[config.mk]
export PLATFORM = sky130hd
export DESIGN_NAME = symmetric_fir_line_filter
export DESIGN_NICKNAME = d
export VERILOG_FILES = /design/src/rtl/sfir_pkg.sv /design/src/rtl/symmetric_fir_line_filter.sv /design/src/rtl/sfir_ram.sv /design/src/rtl/sfir_mac.sv
export SDC_FILE = /design/constraint.sdc
export NUM_CORES = 2
export LEC_CHECK = 0
export ABC_CLOCK_PERIOD_IN_PS = 17060
export CAP_MARGIN = 5
export CORE_MARGIN = 10
export CORE_UTILIZATION = 60
export DETAILED_ROUTE_END_ITERATION = 7
export DONT_BUFFER_PORTS = 1
export PLACE_DENSITY = 0.76
export RECOVER_POWER = 100
export SETUP_SLACK_MARGIN = 0.4
export SKIP_LAST_GASP = 1
export SYNTH_ARGS = -nofsm -noshare
export SYNTH_HDL_FRONTEND = slang
export SYNTH_SLANG_ARGS = --single-unit
[constraint.sdc]
create_clock -name i_clk -period 17.06 [get_ports i_clk]
set_input_delay 1.706 -clock i_clk [delete_from_list [all_inputs] [get_ports i_clk]]
set_output_delay 1.706 -clock i_clk [all_outputs]
set_load 0.01 [all_outputs]
[src/rtl/sfir_pkg.sv]
// Package for the symmetric FIR line filter: field widths, register and
// mode codes, controller states and the multiply-accumulate control bundle.
// No dependencies.
package sfir_pkg;

    // Default sizes of the coefficient store and the sample delay line
    localparam int SFIR_MAX_TAPS   = 32;
    localparam int SFIR_MAX_WINDOW = 64;

    // Field widths
    localparam int SAMPLE_W  = 16;
    localparam int COEF_W    = 18;
    localparam int PRE_W     = SAMPLE_W + 1;     // folded pair sum or difference
    localparam int PROD_W    = PRE_W + COEF_W;
    localparam int FRAC_W    = 16;               // Q1.16 coefficient fraction
    localparam int RES_W     = 24;
    localparam int IDX_W     = 5;
    localparam int MODE_W    = 3;
    localparam int TAPS_W    = 6;
    localparam int CFG_IDX_W = 2;
    localparam int CFG_DAT_W = 6;
    localparam int IN_DATA_W  = 40;              // sample, line_start, index, value
    localparam int OUT_DATA_W = 24;

    // Configuration register indexes
    localparam logic [CFG_IDX_W-1:0] REG_MODE = 2'd0;
    localparam logic [CFG_IDX_W-1:0] REG_TAPS = 2'd1;

    // Symmetry modes
    localparam logic [MODE_W-1:0] MODE_GENERAL = 3'd0;
    localparam logic [MODE_W-1:0] MODE_EVEN    = 3'd1;
    localparam logic [MODE_W-1:0] MODE_ODD     = 3'd2;
    localparam logic [MODE_W-1:0] MODE_DEVEN   = 3'd3;
    localparam logic [MODE_W-1:0] MODE_DODD    = 3'd4;

    // Input item kinds
    localparam logic KIND_SAMPLE = 1'b0;
    localparam logic KIND_COEF   = 1'b1;

    // Controller states
    typedef enum logic [2:0] {
        ST_IDLE,
        ST_SETUP,
        ST_RUN,
        ST_DRAIN,
        ST_FINISH
    } t_state;

    // One tap's worth of control, aligned with the memory read data
    typedef struct packed {
        logic valid;
        logic sub;       // difference of the pair instead of sum
        logic zero_r;    // right-hand sample reads as zero
        logic zero_l;    // left-hand sample reads as zero (or absent)
    } t_mac_ctl;

endpackage

[src/rtl/symmetric_fir_line_filter.sv]
// Top level of the symmetric FIR line filter: controller, delay-line and
// coefficient memories, output register. Depends on sfir_pkg, sfir_ram, sfir_mac.
//
// Samples and coefficient writes arrive as items on the slave stream (tuser
// bit 0 tells them apart). The delay line is a circular buffer in RAM, read
// at two addresses per tap for the folded pair; the coefficient store is a
// RAM that is undefined until written. A coefficient item is written as it
// is taken. A sample item goes through a setup state; one that completes a
// window then has the run state issue one multiply-accumulate per folded
// tap (n, the number of stored taps in use) through a four-stage pipeline,
// and drain and finish states load its result into the output register.
// The block takes the next item once back in idle, also while a finished
// result waits in the output register; it only holds in finish when a
// second result is ready before the first is taken. Configuration writes
// are accepted every cycle and must be made while no sample is being processed.
module symmetric_fir_line_filter #(
    parameter int MAX_TAPS   = sfir_pkg::SFIR_MAX_TAPS,
    parameter int MAX_WINDOW = sfir_pkg::SFIR_MAX_WINDOW
) (
    input  logic                               i_clk,
    input  logic                               i_rst_n,
    // Configuration write channel
    input  logic                               i_cfg_valid,
    output logic                               o_cfg_ready,
    input  logic [sfir_pkg::CFG_IDX_W-1:0]     i_cfg_index,
    input  logic [sfir_pkg::CFG_DAT_W-1:0]     i_cfg_data,
    // Input item stream
    input  logic                               s_axis_tvalid,
    output logic                               s_axis_tready,
    // tdata: sample[15:0], line_start[16], coef_index[21:17], coef_value[39:22]
    input  logic [sfir_pkg::IN_DATA_W-1:0]     s_axis_tdata,
    // tuser: kind[0]
    input  logic [0:0]                         s_axis_tuser,
    // Result stream
    output logic                               m_axis_tvalid,
    input  logic                               m_axis_tready,
    // tdata: result[23:0]
    output logic [sfir_pkg::OUT_DATA_W-1:0]    m_axis_tdata,
    // tuser: saturated[0]
    output logic [0:0]                         m_axis_tuser
);
    import sfir_pkg::*;

    localparam int PAW = $clog2(MAX_WINDOW);
    localparam int WW  = $clog2(MAX_WINDOW + 1);
    localparam int NW  = $clog2(MAX_TAPS + 1);
    localparam int CAW = (MAX_TAPS > 1) ? $clog2(MAX_TAPS) : 1;
    localparam int CW  = ((WW > NW) ? WW : NW) + 1;
    localparam logic [CW-1:0]  WIN_MAX  = CW'(MAX_WINDOW);
    localparam logic [CW-1:0]  TAPS_MAX = CW'(MAX_TAPS);
    localparam logic [PAW-1:0] ADDR_TOP = PAW'(MAX_WINDOW - 1);
    localparam logic [WW-1:0]  FILL_MAX = WW'(MAX_WINDOW);

    // Input fields
    logic                       w_kind;
    logic [SAMPLE_W-1:0]        w_sample;
    logic                       w_line_start;
    logic [IDX_W-1:0]           w_coef_index;
    logic [COEF_W-1:0]          w_coef_value;

    assign w_kind       = s_axis_tuser[0];
    assign w_sample     = s_axis_tdata[15:0];
    assign w_line_start = s_axis_tdata[16];
    assign w_coef_index = s_axis_tdata[21:17];
    assign w_coef_value = s_axis_tdata[39:22];

    // Registers
    t_state                r_state;
    t_state                n_state;
    logic [MODE_W-1:0]     r_mode;
    logic [TAPS_W-1:0]     r_taps;
    logic [PAW-1:0]        r_wp;
    logic [PAW-1:0]        n_wp;
    logic [WW-1:0]         r_fill;
    logic [MAX_WINDOW-1:0] r_vld;
    logic [MODE_W-1:0]     r_m;       // effective mode of the current sample
    logic [CW-1:0]         r_n;
    logic [CW-1:0]         r_win;
    logic [CW-1:0]         r_k;
    logic [CW-1:0]         r_jr;
    logic [CW-1:0]         r_jl;
    logic [PAW-1:0]        r_ar;
    logic [PAW-1:0]        r_al;
    t_mac_ctl              r_ctl;
    logic                  r_out_valid;
    logic [RES_W-1:0]      r_out_result;
    logic                  r_out_sat;

    // Controller strobes
    logic w_in_acc;
    logic w_samp_acc;
    logic w_coef_we;
    logic w_setup;
    logic w_issue;
    logic w_out_free;
    logic w_out_load;
    logic w_busy;

    // Combinational helpers
    logic [MODE_W-1:0]     w_m;
    logic [CW-1:0]         w_n;
    logic [CW-1:0]         w_win;
    logic                  w_full;
    logic [CW-1:0]         w_base_r;
    logic [CW-1:0]         w_base_l;
    logic [PAW-1:0]        w_ar0;
    logic [PAW-1:0]        w_al0;
    logic                  w_use_l;
    logic [SAMPLE_W-1:0]   w_rdat_r;
    logic [SAMPLE_W-1:0]   w_rdat_l;
    logic [COEF_W-1:0]     w_coef;
    logic [RES_W-1:0]      w_result;
    logic                  w_sat;

    // Physical address of window position j: newest sample minus (win-1-j)
    function automatic logic [PAW-1:0] win_addr(input logic [PAW-1:0] wp,
                                                 input logic [CW-1:0]  win,
                                                 input logic [CW-1:0]  j);
        logic [CW-1:0] off;
        logic [CW-1:0] tmp;
        off = win - CW'(1) - j;
        tmp = CW'(wp) + CW'(MAX_WINDOW) - off;
        if (tmp >= CW'(MAX_WINDOW)) begin
            tmp = tmp - CW'(MAX_WINDOW);
        end
        return tmp[PAW-1:0];
    endfunction

    assign o_cfg_ready = 1'b1;

    // Configuration registers
    always_ff @(posedge i_clk) begin
        if (!i_rst_n) begin
            r_mode <= MODE_GENERAL;
            r_taps <= TAPS_W'(1);
        end else if (i_cfg_valid) begin
            unique case (i_cfg_index)
                REG_MODE: r_mode <= i_cfg_data[MODE_W-1:0];
                REG_TAPS: r_taps <= i_cfg_data[TAPS_W-1:0];
                default:  ;
            endcase
        end
    end

    // Effective mode, tap count and window length from the registers
    always_comb begin
        w_m = (r_mode <= MODE_DODD) ? r_mode : MODE_GENERAL;
        if (r_taps == '0) begin
            w_n = CW'(1);
        end else if (CW'(r_taps) > TAPS_MAX) begin
            w_n = TAPS_MAX;
        end else begin
            w_n = CW'(r_taps);
        end
        unique case (w_m)
            MODE_EVEN, MODE_ODD:   w_win = (w_n << 1) - CW'(1);
            MODE_DEVEN, MODE_DODD: w_win = w_n << 1;
            default:               w_win = w_n;
        endcase
        if (w_win > WIN_MAX) begin
            w_win = WIN_MAX;
        end
    end

    // Next state
    always_comb begin
        n_state = r_state;
        unique case (r_state)
            ST_IDLE: begin
                if (w_samp_acc) begin
                    n_state = ST_SETUP;
                end
            end
            ST_SETUP: begin
                n_state = w_full ? ST_RUN : ST_IDLE;
            end
            ST_RUN: begin
                if (r_k == r_n - CW'(1)) begin
                    n_state = ST_DRAIN;
                end
            end
            ST_DRAIN: begin
                if (!w_busy) begin
                    n_state = ST_FINISH;
                end
            end
            ST_FINISH: begin
                if (w_out_free) begin
                    n_state = ST_IDLE;
                end
            end
            default: n_state = ST_IDLE;
        endcase
    end

    // Controller outputs
    always_comb begin
        s_axis_tready = (r_state == ST_IDLE);
        w_setup       = (r_state == ST_SETUP);
        w_issue       = (r_state == ST_RUN);
        w_out_free    = !r_out_valid || m_axis_tready;
        w_out_load    = (r_state == ST_FINISH) && w_out_free;
    end

    assign w_in_acc   = s_axis_tvalid && s_axis_tready;
    assign w_samp_acc = w_in_acc && (w_kind == KIND_SAMPLE);
    assign w_coef_we  = w_in_acc && (w_kind == KIND_COEF)
                        && (32'(w_coef_index) < MAX_TAPS);

    always_ff @(posedge i_clk) begin
        if (!i_rst_n) begin
            r_state <= ST_IDLE;
        end else begin
            r_state <= n_state;
        end
    end

    // Write pointer, fill count and entry valid bits of the delay line
    assign n_wp = (r_wp == ADDR_TOP) ? '0 : r_wp + PAW'(1);

    always_ff @(posedge i_clk) begin
        if (!i_rst_n) begin
            r_wp   <= '0;
            r_fill <= '0;
            r_vld  <= '0;
        end else if (w_samp_acc) begin
            r_wp        <= n_wp;
            r_vld[n_wp] <= 1'b1;
            if (w_line_start) begin
                r_fill <= WW'(1);
            end else if (r_fill < FILL_MAX) begin
                r_fill <= r_fill + WW'(1);
            end
        end
    end

    // Latch the geometry of the current sample
    always_ff @(posedge i_clk) begin
        if (w_samp_acc) begin
            r_m   <= w_m;
            r_n   <= w_n;
            r_win <= w_win;
        end
    end

    // Start positions of the right and left walks through the window
    always_comb begin
        w_full = (CW'(r_fill) >= r_win);
        unique case (r_m)
            MODE_EVEN, MODE_ODD: begin
                w_base_r = r_n - CW'(1);
                w_base_l = r_n - CW'(1);
            end
            MODE_DEVEN, MODE_DODD: begin
                w_base_r = r_n;
                w_base_l = r_n - CW'(1);
            end
            default: begin
                w_base_r = '0;
                w_base_l = '0;
            end
        endcase
        w_ar0 = win_addr(r_wp, r_win, w_base_r);
        w_al0 = win_addr(r_wp, r_win, w_base_l);
        unique case (r_m)
            MODE_EVEN, MODE_ODD:   w_use_l = (r_k != '0);
            MODE_DEVEN, MODE_DODD: w_use_l = 1'b1;
            default:               w_use_l = 1'b0;
        endcase
    end

    // Tap walk: one tap issued per cycle
    always_ff @(posedge i_clk) begin
        if (w_setup) begin
            r_k  <= '0;
            r_jr <= w_base_r;
            r_jl <= w_base_l;
            r_ar <= w_ar0;
            r_al <= w_al0;
        end else if (w_issue) begin
            r_k  <= r_k + CW'(1);
            r_jr <= r_jr + CW'(1);
            r_jl <= r_jl - CW'(1);
            r_ar <= (r_ar == ADDR_TOP) ? '0 : r_ar + PAW'(1);
            r_al <= (r_al == '0) ? ADDR_TOP : r_al - PAW'(1);
        end
    end

    // Tap control, aligned with the memory read data
    always_ff @(posedge i_clk) begin
        if (!i_rst_n) begin
            r_ctl <= '0;
        end else begin
            r_ctl.valid  <= w_issue;
            r_ctl.sub    <= (r_m == MODE_ODD) || (r_m == MODE_DODD);
            r_ctl.zero_r <= (r_jr >= r_win) || !r_vld[r_ar];
            r_ctl.zero_l <= !w_use_l || (r_jl >= r_win) || !r_vld[r_al];
        end
    end

    // Delay line, duplicated for the two reads of a folded pair
    sfir_ram #(
        .WIDTH (SAMPLE_W),
        .DEPTH (MAX_WINDOW),
        .ADDR_W(PAW)
    ) u_line_r (
        .i_clk  (i_clk),
        .i_we   (w_samp_acc),
        .i_waddr(n_wp),
        .i_wdata(w_sample),
        .i_raddr(r_ar),
        .o_rdata(w_rdat_r)
    );

    sfir_ram #(
        .WIDTH (SAMPLE_W),
        .DEPTH (MAX_WINDOW),
        .ADDR_W(PAW)
    ) u_line_l (
        .i_clk  (i_clk),
        .i_we   (w_samp_acc),
        .i_waddr(n_wp),
        .i_wdata(w_sample),
        .i_raddr(r_al),
        .o_rdata(w_rdat_l)
    );

    // Coefficient store
    sfir_ram #(
        .WIDTH (COEF_W),
        .DEPTH (MAX_TAPS),
        .ADDR_W(CAW)
    ) u_coef (
        .i_clk  (i_clk),
        .i_we   (w_coef_we),
        .i_waddr(CAW'(w_coef_index)),
        .i_wdata(w_coef_value),
        .i_raddr(CAW'(r_k)),
        .o_rdata(w_coef)
    );

    // Multiply-accumulate pipeline
    sfir_mac #(
        .MAX_TAPS(MAX_TAPS)
    ) u_mac (
        .i_clk   (i_clk),
        .i_rst_n (i_rst_n),
        .i_clear (w_setup),
        .i_ctl   (r_ctl),
        .i_rdat_r(w_rdat_r),
        .i_rdat_l(w_rdat_l),
        .i_coef  (w_coef),
        .o_busy  (w_busy),
        .o_result(w_result),
        .o_sat   (w_sat)
    );

    // Output register
    always_ff @(posedge i_clk) begin
        if (!i_rst_n) begin
            r_out_valid <= 1'b0;
        end else if (w_out_load) begin
            r_out_valid <= 1'b1;
        end else if (m_axis_tready) begin
            r_out_valid <= 1'b0;
        end
    end

    always_ff @(posedge i_clk) begin
        if (w_out_load) begin
            r_out_result <= w_result;
            r_out_sat    <= w_sat;
        end
    end

    assign m_axis_tvalid   = r_out_valid;
    assign m_axis_tdata    = r_out_result;
    assign m_axis_tuser[0] = r_out_sat;

endmodule

[src/rtl/sfir_ram.sv]
// Generic single-port-write, single-port-read RAM with registered read data.
// No dependencies.
module sfir_ram #(
    parameter int WIDTH  = 16,
    parameter int DEPTH  = 64,
    parameter int ADDR_W = (DEPTH > 1) ? $clog2(DEPTH) : 1
) (
    input  logic              i_clk,
    input  logic              i_we,
    input  logic [ADDR_W-1:0] i_waddr,
    input  logic [WIDTH-1:0]  i_wdata,
    input  logic [ADDR_W-1:0] i_raddr,
    output logic [WIDTH-1:0]  o_rdata
);

    logic [WIDTH-1:0] r_mem [DEPTH];
    logic [WIDTH-1:0] r_rdata;

    // Write port
    always_ff @(posedge i_clk) begin
        if (i_we) begin
            r_mem[i_waddr] <= i_wdata;
        end
    end

    // Registered read port
    always_ff @(posedge i_clk) begin
        r_rdata <= r_mem[i_raddr];
    end

    assign o_rdata = r_rdata;

endmodule

[src/rtl/sfir_mac.sv]
// Folding, multiply and accumulate pipeline of the FIR, plus final rounding
// and saturation. Depends on sfir_pkg.
module sfir_mac #(
    parameter int MAX_TAPS = sfir_pkg::SFIR_MAX_TAPS
) (
    input  logic                                 i_clk,
    input  logic                                 i_rst_n,
    input  logic                                 i_clear,
    input  sfir_pkg::t_mac_ctl                   i_ctl,
    input  logic [sfir_pkg::SAMPLE_W-1:0]        i_rdat_r,
    input  logic [sfir_pkg::SAMPLE_W-1:0]        i_rdat_l,
    input  logic [sfir_pkg::COEF_W-1:0]          i_coef,
    output logic                                 o_busy,
    output logic [sfir_pkg::RES_W-1:0]           o_result,
    output logic                                 o_sat
);
    import sfir_pkg::*;

    // Accumulator: product plus growth for MAX_TAPS terms and a guard bit
    localparam int ACC_W = PROD_W + $clog2(MAX_TAPS) + 1;
    localparam int Q_W   = ACC_W - FRAC_W;
    localparam logic signed [Q_W-1:0] Q_MAX = Q_W'((64'sd1 <<< (RES_W - 1)) - 64'sd1);
    localparam logic signed [Q_W-1:0] Q_MIN = -Q_MAX - Q_W'(1);
    localparam logic signed [ACC_W-1:0] HALF = ACC_W'(64'sd1 <<< (FRAC_W - 1));

    logic signed [PRE_W-1:0]  n_pre;
    logic signed [PRE_W-1:0]  w_rv;
    logic signed [PRE_W-1:0]  w_lv;
    logic signed [PRE_W-1:0]  r_pre;
    logic signed [COEF_W-1:0] r_coef;
    logic                     r_v2;
    logic signed [PROD_W-1:0] r_prod;
    logic                     r_v3;
    logic signed [ACC_W-1:0]  r_acc;
    logic signed [ACC_W-1:0]  w_rnd;
    logic signed [Q_W-1:0]    w_q;

    // Stage 2: fold the sample pair
    always_comb begin
        w_rv  = i_ctl.zero_r ? '0 : PRE_W'($signed(i_rdat_r));
        w_lv  = i_ctl.zero_l ? '0 : PRE_W'($signed(i_rdat_l));
        n_pre = i_ctl.sub ? (w_rv - w_lv) : (w_rv + w_lv);
    end

    always_ff @(posedge i_clk) begin
        r_pre  <= n_pre;
        r_coef <= $signed(i_coef);
        r_prod <= r_pre * r_coef;
    end

    // Stage valids
    always_ff @(posedge i_clk) begin
        if (!i_rst_n) begin
            r_v2 <= 1'b0;
            r_v3 <= 1'b0;
        end else begin
            r_v2 <= i_ctl.valid;
            r_v3 <= r_v2;
        end
    end

    // Stage 4: accumulate
    always_ff @(posedge i_clk) begin
        if (i_clear) begin
            r_acc <= '0;
        end else if (r_v3) begin
            r_acc <= r_acc + ACC_W'(r_prod);
        end
    end

    // Round half up, then clip to the result range
    always_comb begin
        w_rnd = r_acc + HALF;
        w_q   = w_rnd[ACC_W-1:FRAC_W];
        if (w_q > Q_MAX) begin
            o_result = RES_W'(Q_MAX);
            o_sat    = 1'b1;
        end else if (w_q < Q_MIN) begin
            o_result = RES_W'(Q_MIN);
            o_sat    = 1'b1;
        end else begin
            o_result = w_q[RES_W-1:0];
            o_sat    = 1'b0;
        end
    end

    assign o_busy = i_ctl.valid | r_v2 | r_v3;

endmodule

Word level (Yosys, flattened, before mapping)
Memories as Yosys holds them, arrays and structs flattened. A register that Yosys moved wholly into a read port is not among the register bits.
Cells that the tools add are included.
{"block": "word_totals", "register_bits": 287, "mem_bits_rw": 2624, "out_inout_bits": 28, "word_cells": 167, "n_memories": 3}
{"memory": "u_line_l.r_mem", "depth": 64, "word_bits": 16, "rd": 1, "rd_ports_with_merged_regs": 1, "write_ports": 1, "line_no": "sfir_ram.sv:16", "rtl": "logic [WIDTH-1:0] r_mem [DEPTH];"}
{"memory": "u_line_r.r_mem", "depth": 64, "word_bits": 16, "rd": 1, "rd_ports_with_merged_regs": 1, "write_ports": 1, "line_no": "sfir_ram.sv:16"}
{"memory": "u_coef.r_mem", "depth": 32, "word_bits": 18, "rd": 1, "rd_ports_with_merged_regs": 1, "write_ports": 1, "line_no": "sfir_ram.sv:16"}
{"block": "classes", "add_sub_neg": 21, "n_mul": 1, "order_cmp": 15, "eq_ne": 20, "mux": 45, "n_bitwise": 4, "reduce_logical": 31}
{"cell": "6-bit two-way mux", "n": 11}
{"cell": "64-bit OR", "n": 1}
{"cell": "17-bit two-way mux", "n": 3}
{"cell": "41-bit by 17-bit adder with 41-bit output (second input constant)", "n": 1}
{"cell": "41-bit by 35-bit adder with 41-bit output", "n": 1}
{"cell": "8-bit two-way mux", "n": 5}
{"cell": "17-bit by 18-bit multiplier with 35-bit output", "n": 1}
{"cell": "8-bit one-hot mux with 2 select lines", "n": 2}
{"cell": "8-bit by 1-bit subtractor with 8-bit output (second input constant)", "n": 4}
{"cell": "8-bit subtractor", "n": 4}
{"cell": "25-bit by 24-bit greater-than comparator with 1-bit output (second input constant)", "n": 1}
{"cell": "25-bit by 24-bit less-than comparator with 1-bit output (second input constant)", "n": 1}
{"cell": "24-bit two-way mux", "n": 1}
{"cell": "6-bit by 7-bit less-than comparator with 1-bit output (second input constant)", "n": 3}
{"cell": "3-bit by 2-bit == test with 1-bit output (second input constant)", "n": 6}
{"cell": "6-bit by 1-bit subtractor with 6-bit output (second input constant)", "n": 3}
{"cell": "17-bit adder", "n": 1}
{"cell": "17-bit subtractor", "n": 1}
{"cell": "8-bit by 1-bit adder with 8-bit output (second input constant)", "n": 2}
{"cell": "8-bit by 7-bit >= comparator with 1-bit output (second input constant)", "n": 2}
{"cell": "8-bit >= comparator", "n": 2}
{"cell": "3-bit two-way mux", "n": 5}
{"cell": "3-bit one-hot mux with 5 select lines", "n": 1}
{"cell": "7-bit two-way mux", "n": 2}
{"cell": "35 further kinds", "n": 73}

Logic depth before layout (Yosys ltp)
{"block": "logic_depth", "word_depth": 8, "mapped_depth": 26, "ltp_nobuf": 23}

By module
Synthesis repeated with hierarchy kept, for this count alone.
{"block": "unflattened", "cells_unflattened": 8005, "hier_area_um2": 131383.5}
{"mod": "sfir_ram at u_line_l ...", "instances": 2, "cells_each": 1829, "area_per_inst_um2": 40042.2, "seq_area_each_um2": 31069.8}
{"mod": "sfir_ram at u_coef", "instances": 1, "cells_each": 1278, "area_per_inst_um2": 23050.9, "seq_area_each_um2": 17656.9}
{"mod": "sfir_mac", "instances": 1, "cells_each": 2095, "area_per_inst_um2": 18550.3, "seq_area_each_um2": 2262.2}
{"mod": "symmetric_fir_line_filter", "instances": 1, "cells_each": 974, "area_per_inst_um2": 9698.1, "seq_area_each_um2": 4144.0}

Least setup slack after synthesis
OpenSTA, ideal clock, no wires.
{"block": "synth_timing", "path_type": "reg-to-reg", "startpoint": "register u_mac.r_pre[8]", "endpoint": "register u_mac.r_prod[32]", "arrival_time_ps": 5903, "path_slack_ps": 11061, "stages_incl_launch_ff": 26, "n_path_buf": 2, "period_less_slack_ps": 5999, "path_cell_list": "dfxtp_1 -> clkbuf_1 -> clkbuf_1 -> nand2_1 -> fa_1 -> inv_1 -> fa_1 -> inv_1 -> fa_1 -> inv_1 -> fa_1 -> fa_1 -> inv_1 -> fa_1 -> inv_1 -> ha_1 -> o21ai_0 -> a21oi_1 -> o21ai_0 -> a21oi_1 -> o21ai_0 -> o21bai_1 -> o31ai_2 -> nor2b_1 -> o21ai_0 -> a221oi_1"}
{"block": "synth_between", "elab_chain_len": 1}
{"element": "start, declared", "line_no": "sfir_mac.sv:29", "rtl": "logic signed [PRE_W-1:0] r_pre;"}
{"element": "start signal, assigned", "line_no": "sfir_mac.sv:46", "rtl": "r_pre <= n_pre;"}
{"element": "17-bit by 18-bit multiplier with 35-bit output", "line_no": "sfir_mac.sv:48", "rtl": "r_prod <= r_pre * r_coef;"}
{"element": "end signal, assigned", "line_no": "sfir_mac.sv:48"}
{"element": "end, declared", "line_no": "sfir_mac.sv:32", "rtl": "logic signed [PROD_W-1:0] r_prod;"}
Every way passes these cells.
A chain may end at the register's enable or synchronous reset.

==> run_results.csv <==
group,metric,value,unit
detailed_routing,routed-via-count,55392,
grt,antenna_found_initial,14,
clocking,h-tree-depth,4,
detailed_routing,first_pass_iters,6,
floorplan,die_area,0.179,sq mm
clocking,cts_resized,0,
critical_path,cp_slowest_cell,"clkbuf_1",
clocking,ctsRootBufferMaster,"clkbuf_16",
floorplan,die_x,423,um
critical_path,cp_data_arrival_time,12.18,ns
floorplan,coreArea,0.161,sq mm
sta,setup_viol,0,
yosys,yosysUniqueCellTypes,77,
detailed_routing,avgViaCountPerCell,6.73,
critical_path,critPathKind,"reg2reg",
sta,slew_headroom,-6.31,
outcome,status,"finished, violations left",
final_layout,fillers,10632,
clocking,cts.sinks,1935,
yosys,synth_area,0.0974,sq mm
final_layout,layout.nets,6480,
yosys,yosys.area_share.xor_xnor,0.0146,
yosys,synth_async_sr_flop_share,0,
critical_path,worstPathRequired,17.83,ns
flow_run,cap_violations,78,
sta,max_clock_freq,0.0876,GHz
critical_path,crit_path_end_kind,"register",
sta,worstMarginPinSlew,10.96,ns
placement,io_buffers,0,
sta,setup-tns-final,0,ns
detailed_routing,drc,0,
critical_path,cp_max_fo,162,
yosys,seq_area_frac_synth,0.569,
yosys,synth_compound_area_frac,0.0313,
yosys,ys.flop_type,"edfxtp_1",
critical_path,cp_common_cell,"mux4_2",
yosys,post_synth_fa_ha_maj_area_fraction,0.0911,
sta,skew,0.0492,ns
floorplan,pin_count,82,
yosys,synth_edf_count,1670,
yosys,synthMuxAreaShare,0.210,
outcome,violations,"max-capacitance violations, max-slew violations",
final_layout,drive_above_1_share,0.207,
clocking,cts_setup_buffers,0,
floorplan,die_y,423,um
placement,dp_hpwl,148,mm
yosys,synthCells,5920,
grt,grt_max_degree,163,
yosys,synth_simple_gate_area_frac,0.0544,
final_layout,layout_commonest_cell,"edfxtp_1",
sta,hold_viol,0,
clocking,clockBufferDepth,3,
grt,grt_pass1_wl,373,mm
sta,report.final.slew_viol_count,1853,
yosys,synth_top_family_by_area,"multiplexers",
critical_path,cp_num_buf_inv,2,
grt,first_global_vias,56681,
final_layout,syn2layout_area_growth,8.59,%
sta,min_period_over_period,0.669,
final_layout,final_cell_mix,"1670 x edfxtp_1, 859 x mux4_2, 411 x inv_1",
clocking,postCtsHoldBufs,0,
hold_path,hp-class,"reg2reg",
clocking,clkTransAtPathRegs,0.06,ns
detailed_routing,wl_per_cell,30.3,um
placement,gp_congestion,0.870,
detailed_routing,drtIter0Drc,7596,
yosys,syn-num-nets,6489,
critical_path,startpoint_type,"register",
detailed_routing,antenna_left,0,
clocking,cts_made_buffers,191,
critical_path,crit_family,"buffers and inverters",
sta,min_period,11.42,ns
yosys,ys_ff_latch,1935,
yosys,ys_warn_count,0,
clocking,cts_tree,"yes",
clocking,clk_latency,0.88,ns
detailed_routing,routed_wl,250,mm
critical_path,cp_cell_sequence,"buf_4 -> clkbuf_1 -> mux4_2 -> mux4_2 -> mux4_2",
final_layout,final_cells,8232,
yosys,syn_avg_cell_area,16.4,sq um
floorplan,rows,147,
grt,grt_use_total,0.280,
placement,dp.cells,7878,
grt,grt-ovfl-total,0,
critical_path,cpPeakStageDelay,7.58,ns
floorplan,start_util,0.605,
sta,rsz0062_at_grt,"false",
==> cell usage after synthesis, types with 14 or more instances <==
library cell  instances  share of area
edfxtp_1           1670           0.51
mux4_2              859           0.20
nor2_1              432          0.017
inv_1               410          0.016
fa_1                323          0.066
dfxtp_1             265          0.054
nand2_1             252         0.0097
clkbuf_1            203         0.0078
ha_1                192          0.025
and2_1              163          0.010
a21oi_1             152         0.0078
o21ai_0             136         0.0070
xnor2_1             103         0.0093
mux2i_1              76         0.0078
buf_2                70         0.0036
xor2_1               59         0.0053
nand3_1              54         0.0028
a21o_1               50         0.0039
nor2b_1              50         0.0032
nor3_1               37         0.0019
nand2b_1             36         0.0023
buf_1                31         0.0012
mux2_2               31         0.0036
nand4_1              22         0.0014
a211oi_1             21         0.0016
nand3b_1             14         0.0011
o21bai_1             14         0.0011
==> logic make-up after synthesis <==
family / count (synthesis)
XOR/XNOR: 162
buffers and inverters: 724
AO/OA/AOI/OAI: 489
other: 2
AND/OR/NAND/NOR: 1127
multiplexers: 966
adder cells (fa/ha/maj): 515
flip-flops: 1935
==> cell type report <==
| type | instances | area [sq um] | area share |
|---|---|---|---|
| tap | 2160 | 2700 | 0.0256 |
| clock inverter | 106 | 1030 | 0.00973 |
| sequential | 1935 | 55500 | 0.524 |
| clock buffer | 246 | 5230 | 0.0495 |
| antenna | 2 | 5.00 | 0.0000473 |
| multi-input combinational | 3261 | 39200 | 0.370 |
| inverter | 413 | 1550 | 0.0147 |
| timing repair buffer | 109 | 609 | 0.00576 |
==> stage by stage <==
step	utilization	hold slack [ns]	area, sq um	worst slack, ns
5_1_grt	0.657	0.325	106000	5.36
6_report	0.657	0.326	106000	5.64
3_3_place_gp	0.622	0.311	100000	10.60
2_1_floorplan	-	0.310	97400	11.06
4_1_cts	0.661	0.327	106000	10.53
3_5_place_dp	0.622	0.312	100000	10.53
==> path summary, 6_finish.rpt <==
kind                            depth (start not counted)          startpoint  slack [ns]                  end
worst max register to register                          5             r_ar[1]        5.64  u_line_r.o_rdata[0]
worst min register to register                          0  u_coef.o_rdata[14]        0.33     u_mac.r_coef[14]
worst min-delay path                                    0  u_coef.o_rdata[14]        0.33     u_mac.r_coef[14]
worst max-delay path                                    5             r_ar[1]        5.64  u_line_r.o_rdata[0]
==> state kept, by name, summed over array words and instances, names as in the netlist, 16 cells and up <==
name and count:
m_axis_tdata 24, r_vld 64, u_coef.o_rdata 18, u_coef.r_mem 576, u_line_l.o_rdata 16, u_line_l.r_mem 176
u_line_r.o_rdata 16, u_line_r.r_mem 848, u_mac.r_acc 41, u_mac.r_coef 18, u_mac.r_pre 17, u_mac.r_prod 35
==> routing by layer <==
metal / part of all wire / GRT usage / wire length [um] / vias to the layer above
met5: 0.00011 / 0 / 28 / -
met4: 0.046 / 0.118 / 11500 / 4
met3: 0.12 / 0.0784 / 29400 / 596
met2: 0.47 / 0.432 / 117000 / 3421
met1: 0.37 / 0.377 / 91300 / 28638
li1: - / - / - / 22733
Power is not shown: default switching activity piles up to over one toggle a cycle in this logic, so the estimate is an artifact.
